File: src/hdl/prd_pkg.sv
// Shared constants, codes and types of the PCX run-length pixel decoder.
// No dependencies; every other file of the decoder imports this package.
`timescale 1ns / 1ps
`default_nettype none

package prd_pkg;

   localparam int unsigned PRD_MAX_LINE_BYTES = 4096;

   localparam int unsigned PIX_W      = 8;
   localparam int unsigned PAL_W      = 3 * PIX_W;
   localparam int unsigned PAL_AW     = 8;
   localparam int unsigned LB_W       = 13;
   localparam int unsigned LB_MAX     = (2 ** LB_W) - 1;
   localparam int unsigned POS_W      = 15;
   localparam int unsigned COL_W      = 15;
   localparam int unsigned DIM_W      = 16;
   localparam int unsigned RUN_W      = 6;
   localparam int unsigned CNT_W      = 4;
   localparam int unsigned MODE_W     = 2;
   localparam int unsigned CSR_IDX_W  = 3;
   localparam int unsigned CSR_DATA_W = 16;

   localparam logic [MODE_W-1:0] MODE_MONO    = 2'd0;
   localparam logic [MODE_W-1:0] MODE_INDEXED = 2'd1;
   localparam logic [MODE_W-1:0] MODE_RGB     = 2'd2;

   localparam logic OP_IMAGE   = 1'b0;
   localparam logic OP_PALETTE = 1'b1;

   localparam logic [CSR_IDX_W-1:0] CSR_PIXEL_MODE    = 3'd0;
   localparam logic [CSR_IDX_W-1:0] CSR_LINE_BYTES    = 3'd1;
   localparam logic [CSR_IDX_W-1:0] CSR_IMAGE_WIDTH   = 3'd2;
   localparam logic [CSR_IDX_W-1:0] CSR_IMAGE_HEIGHT  = 3'd3;
   localparam logic [CSR_IDX_W-1:0] CSR_PALETTE_VALID = 3'd4;

   localparam logic [PIX_W-1:0] RUN_MARK       = 8'hC0;
   localparam logic [PIX_W-1:0] RUN_COUNT_MASK = 8'h3F;
   localparam logic [PIX_W-1:0] MONO_FULL      = 8'hFF;
   localparam logic [CNT_W-1:0] MONO_GROUP     = 4'd8;

   // scanline limits derived from the configuration
   typedef struct packed {
      logic [LB_W-1:0]  line_len;
      logic [POS_W-1:0] plane2_start;
      logic [POS_W-1:0] scan_size;
      logic [POS_W-1:0] emit_lo;
      logic [POS_W-1:0] emit_hi;
   } prd_geom_type;

endpackage

`default_nettype wire

File: src/hdl/prd_geometry.sv
// Registered scanline limits: clamped line length, scanline size, emitting window.
// Depends on prd_pkg for widths, mode codes and prd_geom_type.
`timescale 1ns / 1ps
`default_nettype none

module prd_geometry
   import prd_pkg::*;
#(
   parameter int unsigned MAX_LINE_BYTES = PRD_MAX_LINE_BYTES
) (
   input  wire logic              clock,
   input  wire logic [MODE_W-1:0] pixel_mode,
   input  wire logic [LB_W-1:0]   line_bytes,
   input  wire logic [DIM_W-1:0]  image_width,
   output prd_geom_type           geom
);

   localparam int unsigned CAP_I = (MAX_LINE_BYTES >= LB_MAX) ? LB_MAX : MAX_LINE_BYTES;
   localparam logic [LB_W-1:0] LB_CAP = LB_W'(CAP_I);

   prd_geom_type     geom_ff;
   prd_geom_type     geom_in;
   logic [LB_W-1:0]  lb;
   logic [POS_W-1:0] lb_p;
   logic [POS_W-1:0] lb2;
   logic [POS_W-1:0] lb3;
   logic [DIM_W:0]   w_round;
   logic [POS_W-1:0] mono_lim;
   logic [POS_W-1:0] mono_hi;
   logic [POS_W-1:0] idx_hi;
   logic [DIM_W:0]   rgb_end;
   logic [POS_W-1:0] rgb_hi;

   always_comb begin
      if (line_bytes == '0) begin
         lb = LB_W'(1);
      end else if (line_bytes > LB_CAP) begin
         lb = LB_CAP;
      end else begin
         lb = line_bytes;
      end
      lb_p     = POS_W'(lb);
      lb2      = {lb_p[POS_W-2:0], 1'b0};
      lb3      = lb2 + lb_p;
      w_round  = {1'b0, image_width} + (DIM_W + 1)'(7);
      mono_lim = POS_W'(w_round >> 3);
      mono_hi  = (mono_lim < lb_p) ? mono_lim : lb_p;
      idx_hi   = (image_width < DIM_W'(lb)) ? POS_W'(image_width) : lb_p;
      rgb_end  = (DIM_W + 1)'(lb2) + {1'b0, image_width};
      rgb_hi   = (rgb_end < (DIM_W + 1)'(lb3)) ? POS_W'(rgb_end) : lb3;

      geom_in.line_len     = lb;
      geom_in.plane2_start = lb2;
      unique case (pixel_mode)
         MODE_MONO: begin
            geom_in.scan_size = lb_p;
            geom_in.emit_lo   = '0;
            geom_in.emit_hi   = mono_hi;
         end
         MODE_INDEXED: begin
            geom_in.scan_size = lb_p;
            geom_in.emit_lo   = '0;
            geom_in.emit_hi   = idx_hi;
         end
         MODE_RGB: begin
            geom_in.scan_size = lb3;
            geom_in.emit_lo   = lb2;
            geom_in.emit_hi   = rgb_hi;
         end
         default: begin
            geom_in.scan_size = lb_p;
            geom_in.emit_lo   = '0;
            geom_in.emit_hi   = '0;
         end
      endcase
   end

   always_ff @(posedge clock) begin
      geom_ff <= geom_in;
   end

   assign geom = geom_ff;

endmodule

`default_nettype wire

File: config.mk
export PLATFORM = sky130hd
export DESIGN_NAME = prd_geometry
export DESIGN_NICKNAME = d
export VERILOG_FILES = /design/src/hdl/prd_pkg.sv /design/src/hdl/prd_geometry.sv
export SDC_FILE = /design/constraint.sdc
export NUM_CORES = 1
export LEC_CHECK = 0
export BUFFER_PORTS_ARGS = -buffer_cell sky130_fd_sc_hd__buf_2
export CORE_ASPECT_RATIO = 0.75
export CORE_MARGIN = 5
export CORE_UTILIZATION = 55
export DETAILED_ROUTE_END_ITERATION = 7
export PLACE_DENSITY_LB_ADDON = 0.3
export SLEW_MARGIN = 20
export SYNTH_ARGS = -nofsm -noshare
export SYNTH_HDL_FRONTEND = slang
export SYNTH_SLANG_ARGS = --single-unit
File: constraint.sdc
create_clock -name clock -period 7.65 [get_ports clock]
set_input_delay 1.1475 -clock clock [delete_from_list [all_inputs] [get_ports clock]]
set_output_delay 1.1475 -clock clock [all_outputs]
set_load 0.02 [all_outputs]
==> results.md <==
* Clock-pin slew on the worst setup and hold paths at 0.07 ns
* Overflow after GRT at 0
* Total CTS buffers at 5
* Crit Path Category: in2reg
* Initial Util at 56.2%
* Initial antenna violation count at 0
* Final setup fails at 0
* Vias post-DR at 4762
* Setup Buffers After CTS at 0
* LEAKAGE at 2.64 nW
* Status: completed
* Area delta synth->final at 12.7%
* Setup TNS at 0 ns
* Die X at 117 µm
* Part of the cycle the worst path needs at 79.1%
* Die area at 10600 µm²
* CP startpoint: line_bytes[12]
* Largest net degree at the start of global routing at 29
* Tot Pwr at 958 µW
* Final count of pins violating max slew at 0
* CP arrival at 6.22 ns
* Synthesized area per cell at 7.98 µm²
* Asr flop ratio synth at 0%
* Final hold violations at 0
* CP startpoint kind: input port
* Post-synth EDFFs at 0
* Max Cap Viol at 0
* Synth Cell Area at 4750 µm²
* #FFs+latches synth at 55
* Total global-route track usage at 27.9%
* Boundary Pins at 105
* Drt total wl at 15200 µm
* Post-route DRC violation count at 0
* DP HPWL at 12200 µm
* Cell Rows at 29
* Final nets at 766
* Maximum VDD drop at 0.000122 V
* Worst Setup End Kind: flip-flop
* Per-cell routed wire length at 19.5 µm
* Ys Warns at 0
* GP Congestion at 1.01
* Minimum clock period after layout at 6.05 ns
* Core Region at 8450 µm²
* Port-buffer cells at 100
* Height of the die at 90.5 µm
* Max Clk Rate at 165 MHz
* Slew HR at 52.7%
* CP max FO at 15
* Vias in the first global route at 4716
* Last element of the critical path: geom[1]$_DFF_P_
* Layout cells sized above 1 at 20.1%
* Predominant post-synthesis flop cell: dfxtp_1
* Num Clock Sinks at 55
* Final ANT Viol Nets at 0
* Leading cell type in the layout, fill and taps excluded: buf_2
* Most frequent cells in the layout: 100 x buf_2, 60 x nor2_1, 59 x ha_1, 56 x nand2_1, 55 x dfxtp_1
* CTS Hold Buffers Added at 0
* Via density at 6.10
* Root Buffer Master: clkbuf_16
* Max reg flops at 55
* Post-synthesis sequential area ratio at 23.2%
* RSZ-0062 raised after global routing: no
* DRT Pass-1 Iters at 5
* Post-CTS sizing at 0
* Cell variety after synth at 68
* Req. time, crit path at 7.82 ns
* H-tree Lvls at 2
* Tightest Hold Check Type: in2reg
* Slew @ Worst Pin at 0.708 ns
* Pwr/cell area at 179 nW/µm²
* Clock Path Buffers at 2
* Mapped Cells at 596
* TritonCTS clock tree: built
* First-pass GRT wire length at 24500 µm
* N_diodes at 0
* Starting DRT DRC Count at 348
-- synth_stat cells, drive strengths merged, types with 2 or more instances --
| cell | number | area (µm²) |
|---|---|---|
| a2111oi | 2 | 17.5 |
| a211oi | 8 | 60.1 |
| a21o | 18 | 135 |
| a21oi | 40 | 215 |
| a221o | 4 | 40.0 |
| a31oi | 9 | 56.3 |
| and2 | 5 | 33.8 |
| and3 | 6 | 37.5 |
| buf | 25 | 174 |
| clkbuf | 10 | 37.5 |
| dfxtp | 55 | 1100 |
| fa | 2 | 40.0 |
| ha | 59 | 738 |
| inv | 32 | 120 |
| mux2 | 6 | 67.6 |
| mux2i | 15 | 150 |
| nand2 | 56 | 210 |
| nand2b | 3 | 18.8 |
| nand3 | 22 | 110 |
| nand3b | 3 | 35.0 |
| nand4 | 10 | 62.6 |
| nor2 | 60 | 225 |
| nor2b | 6 | 37.5 |
| nor3 | 10 | 50.1 |
| nor3b | 5 | 42.5 |
| nor4 | 5 | 31.3 |
| nor4b | 2 | 17.5 |
| o2111ai | 2 | 17.5 |
| o211ai | 9 | 72.6 |
| o21a | 4 | 30.0 |
| o21ai | 31 | 155 |
| o21bai | 2 | 15.0 |
| o221ai | 3 | 26.3 |
| o22ai | 4 | 25.0 |
| o311ai | 2 | 25.0 |
| o31ai | 2 | 15.0 |
| or2 | 7 | 43.8 |
| or3 | 3 | 18.8 |
| or3b | 2 | 17.5 |
| or4 | 2 | 15.0 |
| xnor2 | 17 | 149 |
| xor2 | 15 | 131 |
-- how the worst min path moves through the flow --
stage                        start               end  slack, ns  cells after the start
floorplan           image_width[0]   geom[0]$_DFF_P_       1.29                      1
global placement    image_width[0]   geom[0]$_DFF_P_       1.45                      2
detailed placement  line_bytes[12]  geom[58]$_DFF_P_       1.44                      1
CTS                 line_bytes[12]  geom[58]$_DFF_P_       1.13                      1
global route        line_bytes[12]  geom[58]$_DFF_P_       1.13                      1
finish              line_bytes[12]  geom[58]$_DFF_P_       1.14                      1
-- routing by layer --
layer  track usage (%)  vias up  wire (µm)  share of wire, %
met1              38.1     2223       6830                45
met2              43.6      222       6670                44
met4              7.92        0        325               2.1
met3              6.45       30       1420               9.3
li1                  -     2287          -                 -
met5                 0        -          0                 0
-- logic make-up (layout without fill, tap and decap cells) --
logic type | count (synthesis) | in the layout | synth area share, %
adder cells (fa/ha/maj) | 61 | 61 | 16.4
AND/OR/NAND/NOR | 208 | 208 | 21.4
buffers and inverters | 67 | 141 | 6.98
XOR/XNOR | 32 | 32 | 5.90
flip-flops | 55 | 55 | 23.2
AO/OA/AOI/OAI | 151 | 151 | 21.6
multiplexers | 21 | 21 | 4.58
other | 1 | 4 | 0.0789
-- power by group --
| part | total [mW] | switching [mW] | internal (mW) | leakage [nW] |
|---|---|---|---|---|
| Combinational | 0.406 | 0.258 | 0.148 | 2.12 |
| Sequential | 0.318 | 0.00723 | 0.311 | 0.456 |
| Clock | 0.234 | 0.105 | 0.128 | 0.0727 |
-- metrics by stage --
stage / hold slack [ns] / util (%) / instances / area [µm²] / setup slack [ns]
global placement: 1.45 / 61.6 / 774 / 5210 / 1.47
CTS: 1.13 / 63.3 / 781 / 5350 / 1.70
detailed placement: 1.44 / 61.6 / 774 / 5210 / 1.43
finish: 1.14 / 63.3 / 781 / 5360 / 1.60
floorplan: 1.29 / - / 599 / 4760 / 2.56
global route: 1.13 / 63.3 / 781 / 5360 / 1.33
-- critical path: stages --
cell	delay, ns
buf_2	0.26
inv_1	0.30
nand2_1	0.25
inv_1	0.22
ha_1	0.31
fa_1	0.42
a21oi_1	0.26
o2111ai_1	0.36
nand3_1	0.19
nand2_1	0.07
a31oi_1	0.23
mux2i_1	0.35
ha_1	0.21
a21oi_1	0.07
nand2_1	0.07
a211oi_1	0.05
mux2i_1	0.50
nor2_1	0.30
nand4_1	0.18
o21ai_1	0.07
or4_1	0.40
-- layout make-up --
class	instances	area, µm²
Clock inverter	1	5.00
Tap cell	108	135
Fill cell	759	3100
Clock buffer	6	139
Sequential cell	55	1100
Timing Repair Buffer	102	515
Inverter	32	120
Multi-Input combinational cell	477	3340
Power figures use the tool's default switching activity.
